File: config.mk
export PLATFORM = sky130hd
export DESIGN_NAME = framed_command_parser_queue
export DESIGN_NICKNAME = d
export VERILOG_FILES = /design/src/rtl/core/fpq_pkg.sv /design/src/rtl/core/framed_command_parser_queue.sv /design/src/rtl/core/fpq_fifo.sv /design/src/rtl/core/fpq_front.sv /design/src/rtl/core/fpq_back.sv
export SDC_FILE = /design/constraint.sdc
export NUM_CORES = 1
export LEC_CHECK = 0
export BUFFER_PORTS_ARGS = -buffer_cell sky130_fd_sc_hd__buf_2
export CORE_MARGIN = 10
export CORE_UTILIZATION = 60
export CTS_CLUSTER_SIZE = 20
export DETAILED_ROUTE_END_ITERATION = 10
export GPL_TIMING_DRIVEN = 0
export PLACE_DENSITY = 0.85
export SLEW_MARGIN = 25
export SYNTH_ARGS = -nofsm -noshare
export SYNTH_HDL_FRONTEND = slang
export SYNTH_SLANG_ARGS = --single-unit
File: constraint.sdc
create_clock -name clock -period 7.43 [get_ports clock]
set_input_delay 0.743 -clock clock [delete_from_list [all_inputs] [get_ports clock]]
set_output_delay 0.743 -clock clock [all_outputs]
set_load 0.02 [all_outputs]
File: src/rtl/core/fpq_pkg.sv
// ----------------------------------------------------------------------------
// fpq_pkg
// Shared types and constants for the framed command parser queue.
// ----------------------------------------------------------------------------
package fpq_pkg;

   localparam logic [1:0] OP_FEED  = 2'd0;
   localparam logic [1:0] OP_POP   = 2'd1;
   localparam logic [1:0] OP_FLUSH = 2'd2;

   localparam logic [7:0] HDR0       = 8'h6B;
   localparam logic [7:0] HDR1       = 8'h79;
   localparam logic [7:0] HDR2       = 8'h00;
   localparam logic [7:0] HDR3       = 8'h81;
   localparam logic [7:0] TAIL       = 8'hFB;
   localparam logic [7:0] CHECK_BIAS = 8'h65;

   localparam int LINK_DEPTH   = 2;
   localparam int RESULT_DEPTH = 4;

   typedef enum logic [2:0] {
      PH_IDLE,
      PH_HDR1,
      PH_HDR2,
      PH_HDR3,
      PH_CMD,
      PH_PAD,
      PH_CHECK,
      PH_TAIL
   } phase_type;

   typedef enum logic [1:0] {
      ACT_FEED,
      ACT_POP,
      ACT_FLUSH,
      ACT_NONE
   } act_kind_type;

   typedef struct packed {
      act_kind_type kind;
      logic         push;
      logic [7:0]   cmd;
   } action_type;

   typedef struct packed {
      logic        cmd_valid;
      logic [7:0]  cmd_value;
      logic        frame_done;
      logic [2:0]  pending_count;
      logic [31:0] frames_accepted;
      logic [7:0]  latest_cmd;
      logic [31:0] bytes_seen;
   } result_type;

endpackage

File: src/rtl/core/framed_command_parser_queue.sv
// ----------------------------------------------------------------------------
// framed_command_parser_queue
// Parses 6B 79 00 81 CMD PAD CHECK FB frames and queues valid commands.
// ----------------------------------------------------------------------------
// One transfer per cycle sustained on both sides: each feed, pop, flush or
// unused operation yields one result on the result ports (parser into a
// two-entry action FIFO, queue engine with a registered command memory
// read, then a four-entry result FIFO). The input stalls only when the
// result FIFO backs up. The command memory of QUEUE_DEPTH entries holds
// at most QUEUE_DEPTH-1 commands and drops the oldest when a new frame
// arrives on a full queue.
// Flush clears parser and queue; counters and latest_cmd are kept.
module framed_command_parser_queue #(
   parameter int QUEUE_DEPTH = 8
) (
   input  logic        clock,
   input  logic        reset,
   input  logic        req_push,
   output logic        req_full,
   input  logic [1:0]  req_operation,
   input  logic [7:0]  req_rx_byte,
   output logic        rsp_empty,
   input  logic        rsp_pop,
   output logic        rsp_cmd_valid,
   output logic [7:0]  rsp_cmd_value,
   output logic        rsp_frame_done,
   output logic [2:0]  rsp_pending_count,
   output logic [31:0] rsp_frames_accepted,
   output logic [7:0]  rsp_latest_cmd,
   output logic [31:0] rsp_bytes_seen
);

   import fpq_pkg::*;

   localparam int AW  = $bits(action_type);
   localparam int RW  = $bits(result_type);
   localparam int LCW = $clog2(LINK_DEPTH + 1);
   localparam int RCW = $clog2(RESULT_DEPTH + 1);

   logic             accept;
   action_type       front_action, back_action;
   logic [AW-1:0]    link_rd;
   logic             link_full, link_empty, link_pop;
   logic [LCW-1:0]   link_count;
   logic             res_push, res_full;
   result_type       back_result, out_result;
   logic [RW-1:0]    res_rd;
   logic [RCW-1:0]   res_count;

   assign accept   = req_push && !link_full;
   assign req_full = link_full;

   fpq_front u_front (
      .clock     (clock),
      .reset     (reset),
      .accept    (accept),
      .operation (req_operation),
      .rx_byte   (req_rx_byte),
      .action    (front_action)
   );

   fpq_fifo #(
      .WIDTH (AW),
      .DEPTH (LINK_DEPTH)
   ) u_link (
      .clock   (clock),
      .reset   (reset),
      .push    (accept),
      .wr_data (front_action),
      .pop     (link_pop),
      .rd_data (link_rd),
      .full    (link_full),
      .empty   (link_empty),
      .count   (link_count)
   );

   assign back_action = action_type'(link_rd);

   fpq_back #(
      .QUEUE_DEPTH (QUEUE_DEPTH)
   ) u_back (
      .clock      (clock),
      .reset      (reset),
      .link_valid (!link_empty && (link_count != '0)),
      .action     (back_action),
      .link_pop   (link_pop),
      .res_count  (res_count),
      .res_push   (res_push),
      .result     (back_result)
   );

   fpq_fifo #(
      .WIDTH (RW),
      .DEPTH (RESULT_DEPTH)
   ) u_result (
      .clock   (clock),
      .reset   (reset),
      .push    (res_push),
      .wr_data (back_result),
      .pop     (rsp_pop),
      .rd_data (res_rd),
      .full    (res_full),
      .empty   (rsp_empty),
      .count   (res_count)
   );

   assign out_result          = result_type'(res_rd);
   assign rsp_cmd_valid       = out_result.cmd_valid && !res_full | out_result.cmd_valid;
   assign rsp_cmd_value       = out_result.cmd_value;
   assign rsp_frame_done      = out_result.frame_done;
   assign rsp_pending_count   = out_result.pending_count;
   assign rsp_frames_accepted = out_result.frames_accepted;
   assign rsp_latest_cmd      = out_result.latest_cmd;
   assign rsp_bytes_seen      = out_result.bytes_seen;

endmodule

File: src/rtl/core/fpq_fifo.sv
// ----------------------------------------------------------------------------
// fpq_fifo
// Small register FIFO used between the parser and the queue engine and on the
// result side.
// ----------------------------------------------------------------------------
module fpq_fifo #(
   parameter int WIDTH = 8,
   parameter int DEPTH = 2
) (
   input  logic                       clock,
   input  logic                       reset,
   input  logic                       push,
   input  logic [WIDTH-1:0]           wr_data,
   input  logic                       pop,
   output logic [WIDTH-1:0]           rd_data,
   output logic                       full,
   output logic                       empty,
   output logic [$clog2(DEPTH+1)-1:0] count
);

   localparam int PW = (DEPTH > 1) ? $clog2(DEPTH) : 1;
   localparam int CW = $clog2(DEPTH + 1);

   logic [WIDTH-1:0] data_ff [DEPTH];
   logic [PW-1:0]    wr_ptr_ff, wr_ptr_in;
   logic [PW-1:0]    rd_ptr_ff, rd_ptr_in;
   logic [CW-1:0]    count_ff, count_in;
   logic             do_push, do_pop;

   function automatic logic [PW-1:0] ptr_next(input logic [PW-1:0] p);
      ptr_next = (p == PW'(DEPTH - 1)) ? '0 : p + 1'b1;
   endfunction

   assign full    = (count_ff == CW'(DEPTH));
   assign empty   = (count_ff == '0);
   assign count   = count_ff;
   assign rd_data = data_ff[rd_ptr_ff];
   assign do_push = push && !full;
   assign do_pop  = pop && !empty;

   always_comb begin
      wr_ptr_in = do_push ? ptr_next(wr_ptr_ff) : wr_ptr_ff;
      rd_ptr_in = do_pop ? ptr_next(rd_ptr_ff) : rd_ptr_ff;
      count_in  = count_ff;
      if (do_push && !do_pop) begin
         count_in = count_ff + 1'b1;
      end else if (do_pop && !do_push) begin
         count_in = count_ff - 1'b1;
      end
   end

   always_ff @(posedge clock) begin
      if (reset) begin
         wr_ptr_ff <= '0;
         rd_ptr_ff <= '0;
         count_ff  <= '0;
      end else begin
         wr_ptr_ff <= wr_ptr_in;
         rd_ptr_ff <= rd_ptr_in;
         count_ff  <= count_in;
      end
   end

   always_ff @(posedge clock) begin
      if (do_push) begin
         data_ff[wr_ptr_ff] <= wr_data;
      end
   end

endmodule

File: src/rtl/core/fpq_front.sv
// ----------------------------------------------------------------------------
// fpq_front
// Frame parser: tracks the header/command/check/tail phase and turns each
// accepted transfer into an action for the queue engine.
// ----------------------------------------------------------------------------
module fpq_front (
   input  logic               clock,
   input  logic               reset,
   input  logic               accept,
   input  logic [1:0]         operation,
   input  logic [7:0]         rx_byte,
   output fpq_pkg::action_type action
);

   import fpq_pkg::*;

   phase_type  phase_ff, phase_in;
   logic [7:0] held_ff, held_in;

   function automatic phase_type header_miss(input logic [7:0] b);
      header_miss = (b == HDR0) ? PH_HDR1 : PH_IDLE;
   endfunction

   always_comb begin
      phase_in = phase_ff;
      held_in  = held_ff;
      if (accept) begin
         case (operation)
            OP_FEED: begin
               case (phase_ff)
                  PH_IDLE:  phase_in = (rx_byte == HDR0) ? PH_HDR1 : PH_IDLE;
                  PH_HDR1:  phase_in = (rx_byte == HDR1) ? PH_HDR2 : header_miss(rx_byte);
                  PH_HDR2:  phase_in = (rx_byte == HDR2) ? PH_HDR3 : header_miss(rx_byte);
                  PH_HDR3:  phase_in = (rx_byte == HDR3) ? PH_CMD : header_miss(rx_byte);
                  PH_CMD: begin
                     held_in  = rx_byte;
                     phase_in = PH_PAD;
                  end
                  PH_PAD:   phase_in = PH_CHECK;
                  PH_CHECK: phase_in = (rx_byte == held_ff + CHECK_BIAS) ? PH_TAIL : PH_IDLE;
                  PH_TAIL:  phase_in = PH_IDLE;
                  default:  phase_in = PH_IDLE;
               endcase
            end
            OP_FLUSH: begin
               phase_in = PH_IDLE;
               held_in  = '0;
            end
            default: begin
               phase_in = phase_ff;
            end
         endcase
      end
   end

   always_comb begin
      case (operation)
         OP_FEED:  action.kind = ACT_FEED;
         OP_POP:   action.kind = ACT_POP;
         OP_FLUSH: action.kind = ACT_FLUSH;
         default:  action.kind = ACT_NONE;
      endcase
      action.push = (operation == OP_FEED) && (phase_ff == PH_TAIL) && (rx_byte == TAIL);
      action.cmd  = held_ff;
   end

   always_ff @(posedge clock) begin
      if (reset) begin
         phase_ff <= PH_IDLE;
         held_ff  <= '0;
      end else begin
         phase_ff <= phase_in;
         held_ff  <= held_in;
      end
   end

endmodule

File: src/rtl/core/fpq_back.sv
// ----------------------------------------------------------------------------
// fpq_back
// Queue engine: ring queue of commands, frame and byte counters, and a
// two-stage path that builds one result per action.
// ----------------------------------------------------------------------------
module fpq_back #(
   parameter int QUEUE_DEPTH = 8
) (
   input  logic                                         clock,
   input  logic                                         reset,
   input  logic                                         link_valid,
   input  fpq_pkg::action_type                          action,
   output logic                                         link_pop,
   input  logic [$clog2(fpq_pkg::RESULT_DEPTH+1)-1:0]   res_count,
   output logic                                         res_push,
   output fpq_pkg::result_type                          result
);

   import fpq_pkg::*;

   localparam int PTR_W = (QUEUE_DEPTH > 1) ? $clog2(QUEUE_DEPTH) : 1;
   localparam int PW    = (PTR_W + 1 > 3) ? PTR_W + 1 : 3;
   localparam int RCW   = $clog2(RESULT_DEPTH + 1);

   logic [7:0]       mem [QUEUE_DEPTH];
   logic [7:0]       rd_data_ff;
   logic [PTR_W-1:0] rp_ff, rp_in, wp_ff, wp_in, wp_next;
   logic [31:0]      frames_ff, frames_in, bytes_ff, bytes_in;
   logic [7:0]       latest_ff, latest_in;
   logic             issue, mem_we, pop_hit;
   logic [PW-1:0]    pend_wide;

   logic             s2_valid_ff;
   logic             s2_hit_ff;
   logic             s2_done_ff;
   logic [2:0]       s2_pend_ff;
   logic [31:0]      s2_frames_ff, s2_bytes_ff;
   logic [7:0]       s2_latest_ff;

   function automatic logic [PTR_W-1:0] ring_next(input logic [PTR_W-1:0] p);
      ring_next = (p == PTR_W'(QUEUE_DEPTH - 1)) ? '0 : p + 1'b1;
   endfunction

   assign issue    = link_valid &&
                     ((RCW + 1)'(res_count) + (RCW + 1)'(s2_valid_ff) <
                      (RCW + 1)'(RESULT_DEPTH));
   assign link_pop = issue;
   assign wp_next  = ring_next(wp_ff);

   always_comb begin
      rp_in     = rp_ff;
      wp_in     = wp_ff;
      frames_in = frames_ff;
      bytes_in  = bytes_ff;
      latest_in = latest_ff;
      mem_we    = 1'b0;
      pop_hit   = 1'b0;
      if (issue) begin
         case (action.kind)
            ACT_FEED: begin
               bytes_in = bytes_ff + 32'd1;
               if (action.push) begin
                  mem_we    = 1'b1;
                  wp_in     = wp_next;
                  rp_in     = (wp_next == rp_ff) ? ring_next(rp_ff) : rp_ff;
                  frames_in = frames_ff + 32'd1;
                  latest_in = action.cmd;
               end
            end
            ACT_POP: begin
               if (rp_ff != wp_ff) begin
                  pop_hit = 1'b1;
                  rp_in   = ring_next(rp_ff);
               end
            end
            ACT_FLUSH: begin
               rp_in = '0;
               wp_in = '0;
            end
            default: begin
               rp_in = rp_ff;
            end
         endcase
      end
      pend_wide = PW'(wp_in) + ((wp_in < rp_in) ? PW'(QUEUE_DEPTH) : PW'(0)) - PW'(rp_in);
   end

   always_ff @(posedge clock) begin
      if (mem_we) begin
         mem[wp_ff] <= action.cmd;
      end
      rd_data_ff <= mem[rp_ff];
   end

   always_ff @(posedge clock) begin
      if (reset) begin
         rp_ff       <= '0;
         wp_ff       <= '0;
         frames_ff   <= '0;
         bytes_ff    <= '0;
         latest_ff   <= '0;
         s2_valid_ff <= 1'b0;
      end else begin
         rp_ff       <= rp_in;
         wp_ff       <= wp_in;
         frames_ff   <= frames_in;
         bytes_ff    <= bytes_in;
         latest_ff   <= latest_in;
         s2_valid_ff <= issue;
      end
   end

   always_ff @(posedge clock) begin
      if (issue) begin
         s2_hit_ff    <= pop_hit;
         s2_done_ff   <= (action.kind == ACT_FEED) && action.push;
         s2_pend_ff   <= pend_wide[2:0];
         s2_frames_ff <= frames_in;
         s2_bytes_ff  <= bytes_in;
         s2_latest_ff <= latest_in;
      end
   end

   assign res_push               = s2_valid_ff;
   assign result.cmd_valid       = s2_hit_ff;
   assign result.cmd_value       = s2_hit_ff ? rd_data_ff : 8'd0;
   assign result.frame_done      = s2_done_ff;
   assign result.pending_count   = s2_pend_ff;
   assign result.frames_accepted = s2_frames_ff;
   assign result.latest_cmd      = s2_latest_ff;
   assign result.bytes_seen      = s2_bytes_ff;

endmodule

== Word level (Yosys, flattened, before mapping) ==
Memory sizes are Yosys's and may differ from the RTL's. A register that Yosys moved wholly into a read port is not among the register bits.
Index checks and enable logic that the tools add are counted.
Widths: inputs -> output; s select.

* Flip-flop bits (word level): 178
* Memory bits (writable): 426
* Memories kept: 3

* Add/sub/neg operators: 16
* $lt $le $gt $ge: 1
* Eq/ne operators: 25
* Mux-type cells: 51
* Bitwise operators: 1
* Reductions and logical operators: 35

{| class="wikitable"
|+ Memories
! memory !! depth !! bits a word !! rd ports !! clocked after memory_dff !! write ports !! RTL line !! source
|-
| u_result.data_ff || 4 || 85 || 1 || 1 || 1 || fpq_fifo.sv:24 || <nowiki>logic [WIDTH-1:0] data_ff [DEPTH];</nowiki>
|-
| u_back.mem || 8 || 8 || 1 || 1 || 1 || fpq_back.sv:25 || <nowiki>logic [7:0] mem [QUEUE_DEPTH];</nowiki>
|-
| u_link.data_ff || 2 || 11 || 1 || 1 || 1 || fpq_fifo.sv:24 ||
|}

{| class="wikitable"
|+ Operator list
! kind !! number
|-
| $mux 32 || 5
|-
| $add 32x1->32 const B || 2
|-
| $mux 3 || 14
|-
| $mux 8 || 5
|-
| $pmux 3 s8 || 1
|-
| $eq 3x3->1 const B || 7
|-
| $eq 8x7->1 const B || 2
|-
| $eq 8x8->1 const B || 2
|-
| $pmux 8 s2 || 1
|-
| $logic_and 1x1->1 || 15
|-
| $mux 1 || 15
|-
| $mux 2 || 6
|-
| $pmux 3 s2 || 2
|-
| $eq 2x2->1 const B || 5
|-
| $add 3x1->3 const B || 3
|-
| $pmux 3 s3 || 1
|-
| $add 8x7->8 const B || 1
|-
| $eq 8x8->1 || 1
|-
| $logic_not 1->1 || 8
|-
| $logic_not 8->1 || 1
|-
| $reduce_bool 2->1 || 4
|-
| $add 2x1->2 const B || 3
|-
| $eq 3x2->1 const B || 2
|-
| $logic_not 2->1 || 3
|-
| 17 further kinds || 20
|}

== Depth between registers and ports, before layout ==
* Depth after elaboration: 8
* Mapped depth: 11

== Hierarchy ==
A second synthesis with hierarchy kept.

* Cells, all modules: 1360
* Area, all modules: 23900.4 um^2

{| class="wikitable"
|+ Modules (own cells, without submodules)
! module !! instances !! cells each !! area an instance (um^2) !! seq. area each (um^2)
|-
| fpq_fifo (u_result) || 1 || 494 || 12789.8 || 10390.0
|-
| fpq_back || 1 || 676 || 9111.2 || 5975.7
|-
| fpq_fifo (u_link) || 1 || 59 || 1007.2 || 760.7
|-
| fpq_front || 1 || 128 || 972.2 || 220.2
|-
| framed_command_parser_queue || 1 || 3 || 20.0 || 0.0
|}

== Least setup slack after synthesis ==
OpenSTA, ideal clock, no wires.

* Path type: register to register
* Start point: register u_result.count_ff[1], in the netlist u_result.count[1]
* End point: memory u_back.mem[0][0] (enable)
* Arrival: 3.461 ns
* Data required time: 7.035 ns
* Path slack: 3.574 ns
* Stages on the path, launching flop included: 8
* Buffers on the path: 2
* Period minus slack after synthesis: 3.856 ns
* Cells stage by stage: dfxtp_1 > and3_1 > or2_2 > clkbuf_1 > inv_2 > nand3_1 > clkbuf_1 > nor4_1

* Cells in the longest elaborated chain, start to end: 6

{| class="wikitable"
|+ Ends and longest elaborated chain
! what !! RTL line !! source
|-
| start, declared || fpq_fifo.sv:27 || <nowiki>logic [CW-1:0] count_ff, count_in;</nowiki>
|-
| start signal, assigned || fpq_fifo.sv:60 || <nowiki>count_ff <= count_in;</nowiki>
|-
| $add 3x1->4 || fpq_back.sv:45 || <nowiki>((RCW + 1)'(res_count) + (RCW + 1)'(s2_valid_ff) <</nowiki>
|-
| $lt 4x3->1 || fpq_back.sv:45 ||
|-
| $logic_and 1x1->1 || fpq_back.sv:44 || <nowiki>assign issue = link_valid &&</nowiki>
|-
| named net link_pop || framed_command_parser_queue.sv:43 || <nowiki>logic link_full, link_empty, link_pop;</nowiki>
|-
| $mux 1 || fpq_back.sv:58 || <nowiki>if (issue) begin</nowiki>
|-
| $mux 1 || fpq_back.sv:89 || <nowiki>if (mem_we) begin</nowiki>
|-
| $mux 1 (not written as such) || fpq_back.sv:90 || <nowiki>mem[wp_ff] <= action.cmd;</nowiki>
|-
| end, declared || fpq_back.sv:25 ||
|}

The timed path passes the listed nets, and every way through them passes these cells.

==> impl.org <==
** Final layout
- Post-route non-filler standard cell count :: 2,050
- After the last flow step, the layout net total stands at about 1,500.
- Inserted Diodes :: 0
- Fraction of layout instances using a drive strength above 1 :: approximately a quarter
- Layout overhead on the synthesized area :: 15.0%

** Yosys
- Synthesis handed over a netlist of about 1,300 instances.
- Number of warnings issued by yosys :: 0
- Number of enable-type register cells in the synthesized netlist :: 503
- The synthesized netlist occupies a cell area of around 0.023 mm².
- Fraction of the yosys area taken by sequential cells :: between 70 and 80%
- Syn nets :: about 1,300
- Synthesis instantiated 57 different standard cells from the library.
- Async set-reset flop share out of synthesis :: 0%
- The most used flip-flop cell after synthesis is sky130_fd_sc_hd__edfxtp_1.
- Flip-flop and latch count after synthesis :: 615
- The average instance in the mapped netlist occupies around 18 µm².

** Power
- Power density relative to cell area :: 361 mW/mm²
- IR analysis of the VDD net gives a maximum drop of 0.000206 V.
- For this design the static power due to leakage is 9.16 nW.

** Floorplan
- Cell row count :: between 70 and 80
- The region available for standard cell placement spans just under 0.04 mm².
- Die extent in x :: 218 µm
- Number of primary I/O pins :: 101
- The die covers 0.0473 mm².
- Die span in y :: 218 µm
- For this configuration, the core starts out at a cell density of roughly three fifths.

** Clock network
- After clock tree synthesis, the clock-pin slew on the worst setup and hold paths is about 0.060 ns.
- Hold buffers post-CTS :: 0
- H-tree depth :: 2
- Count of buffers added by post-CTS timing repair for setup :: 0
- CTS sink cnt :: 615
- Clock buffers created by TritonCTS :: 57
- Source-to-sink clock delay at the later pin of the worst-skew pair :: 0.59 ns
- Buffers from clock root to sink, at most :: 3
- The cell sitting at the root of the clock tree is a sky130_fd_sc_hd__clkbuf_16.
- TritonCTS built the clock tree.
- Post-CTS resize count :: 0

** STA
- Maximum clock skew at final layout :: 0.0178 ns
- After layout, the minimum clock period comes to 4.28 ns.
- Final max-slew violation count :: 0
- TNS Setup :: 0 ns
- Headroom to the max-slew limit came out at 37.9%.
- Final Hold Fails :: 0
- Setup repair after global routing left no endpoint under its margin.
- Final period util :: between 50% and 60%
- Highest achievable clock rate :: 234 MHz
- Slew at the pin closest to its max-slew limit :: 0.932 ns
- Across all hold checks on the routed design, the worst slack comes to 0.464 ns.
- Setup Viol. Count Final :: 0

** Setup path
- Kind of critical path :: register to primary output
- At the worst endpoint, the arrival time is 3.53 ns.
- For the worst flop-to-flop path, the logic depth is 6.
- For flop-to-flop paths, the worst setup slack is ~4 ns.
- The endpoint identified for the worst register-to-register timing path is u_back.mem[0][7].
- Largest fanout on the critical path :: 10
- Data required time at the worst endpoint :: 6.69 ns
- Critical path capture point type :: primary output
- Kind of start point of the critical path :: register

** Place
- In this run, placement finished with an instance count of 1,941.
- Once detailed placement completed, the half-perimeter wirelength came to 29,900 µm.
- Port buffer count :: 99
- Final RePlAce weighted congestion :: 0.862

** Outcome
- Run status :: completed

** Worst hold path
- Worst hold path type :: register to register
- Hold Crit Endpoint :: u_link.data_ff[0][2]
- The startpoint identified for the worst hold timing path is u_front.held_ff[2].
- The worst hold path passes through 0 cells.

** GRT
- Overall global routing resource usage :: between 20 and 25%
- The first global-routing pass estimated 76,000 µm of wire.
- Summed over all layers, the global routing overflow is 0.
- Number of global-route vias before repair :: 12,900
- Entering global routing, the biggest net connects 66 pins.
- The number of antenna violations at the first check in global routing came to 1.

** Route
- The detailed router finished its first iteration with approximately 1,000 violations.
- Routed length per instance :: about 24 µm
- Count of unresolved DRC violations after routing :: 0
- Final antenna-violating net count :: 0
- DR pass1 iterations :: 5
- Total number of vias :: roughly 12,000
- Final Routed Wirelength :: 49,000 µm
- Using the TritonRoute via totals, the vias-per-cell ratio works out to 6.00.

** Run
- Max-cap violations :: 0
## placed cells by master (no fill, tap or decap), drive strengths merged, types with 3 or more instances in the layout
cell        n
a21o        3
a21oi      10
a22o        3
a22oi       7
and2       13
and3       14
and4       10
buf       129
bufinv     11
clkbuf    105
clkinv     18
clkinvlp    6
dfxtp     112
edfxtp    503
ha         15
inv        20
mux2       23
mux2i       7
mux4      101
nand2      59
nand2b      9
nand3      28
nand4      16
nor2       61
nor2b      75
nor3       34
nor3b       7
nor4        7
o211ai      4
o21ai       7
o21bai      3
or3         4
or4         5
xnor2      48
xor2       38
## registers in the layout (all words and copies together), names as in the netlist, 8 cells and up, named ones only
signal / cells
u_link.data_ff: 22
u_result.data_ff: 340
u_back.s2_bytes_ff: 32
u_back.s2_latest_ff: 8
u_back.mem: 64
u_back.bytes_ff: 32
u_back.rd_data_ff: 8
u_back.s2_frames_ff: 32
u_front.held_ff: 8
u_back.frames_ff: 32
u_back.latest_ff: 8
## logic make-up after synthesis
logic type	after synthesis	synth area share [%]
simple gates	348	8.08
buf+inv	70	1.14
xor+xnor	86	3.25
flops	615	74.1
fa+ha+maj	17	0.972
mux	131	11.1
compound gates	46	1.34
## worst max-delay path: stages, from the launching register on
cell	delay (ns)
sky130_fd_sc_hd__dfxtp_1	0.32
sky130_fd_sc_hd__clkbuf_1	0.27
sky130_fd_sc_hd__buf_1	0.74
sky130_fd_sc_hd__buf_1	0.77
sky130_fd_sc_hd__mux4_2	0.65
sky130_fd_sc_hd__buf_2	0.19
## cell usage after synthesis (all sizes together), types with 2 or more instances
| cell | count | share of area (%) |
|---|---|---|
| and3 | 14 | 0.37 |
| nor4 | 7 | 0.19 |
| xor2 | 38 | 1.5 |
| nand2b | 9 | 0.24 |
| nor2b | 75 | 2.0 |
| mux2 | 23 | 1.1 |
| a21oi | 10 | 0.21 |
| o21ai | 7 | 0.15 |
| nand4 | 16 | 0.43 |
| ha | 15 | 0.80 |
| xnor2 | 48 | 1.8 |
| a22o | 3 | 0.11 |
| a21boi | 2 | 0.064 |
| and4 | 10 | 0.37 |
| buf | 19 | 0.33 |
| nor3b | 7 | 0.25 |
| o21bai | 3 | 0.096 |
| a22oi | 7 | 0.22 |
| nand3 | 28 | 0.60 |
| nor2 | 61 | 0.98 |
| mux2i | 7 | 0.30 |
| nand2 | 59 | 0.95 |
| dfxtp | 112 | 9.6 |
| fa | 2 | 0.17 |
| and2 | 13 | 0.35 |
| o211ai | 4 | 0.13 |
| edfxtp | 503 | 65 |
| or4 | 5 | 0.18 |
| nor3 | 34 | 0.86 |
| or3 | 4 | 0.11 |
| a21o | 3 | 0.096 |
| inv | 18 | 0.29 |
| clkbuf | 33 | 0.53 |
| mux4 | 101 | 9.7 |
## layer usage
layer	wire, µm	vias up	track usage, %
li1	-	5389	-
met1	18900	6267	26.1
met2	25600	542	35.9
met3	3220	95	3.79
met4	1200	0	6.46
met5	0	-	0
## power by group
group / internal (mW) / leakage, nW / switching (mW)
Clock: 1.91 / 1.02 / 1.25
Combinational: 0.640 / 2.59 / 1.12
Sequential: 4.52 / 5.56 / 0.282
## worst max path at each step
stage                                         end  slack [ns]  cells past startpoint
final                     rsp_frames_accepted[16]        3.15                      5
after global routing      rsp_frames_accepted[16]        2.91                      5
after CTS                 rsp_frames_accepted[16]        3.02                      5
after detailed placement     rsp_pending_count[2]        3.71                      5
after global placement           u_back.mem[0][4]        1.99                      7
after floorplan                  u_back.mem[0][0]        3.57                      7
## area by class of cell
type	instances	area, µm²
Sequential cell	615	17300
Fill cell	2236	11700
Multi-Input combinational cell	628	5850
Clock buffer	71	1600
Timing Repair Buffer	111	737
Tap cell	518	648
Clock inverter	37	479
Buffer	52	201
Inverter	18	72.6
## through the flow
step | instance area (µm²) | power (mW) | util [%] | setup slack (ns)
floorplan | 23400 | 5.90 | - | 3.57
detailed placement | 24800 | 6.61 | 64.3 | 3.71
CTS | 26900 | 9.77 | 69.7 | 3.02
global placement | 24600 | 6.49 | 63.5 | 1.99
finish | 26900 | 9.72 | 69.7 | 3.15
global route | 26900 | 10.0 | 69.7 | 2.91
(Power assumes the default switching activity.)
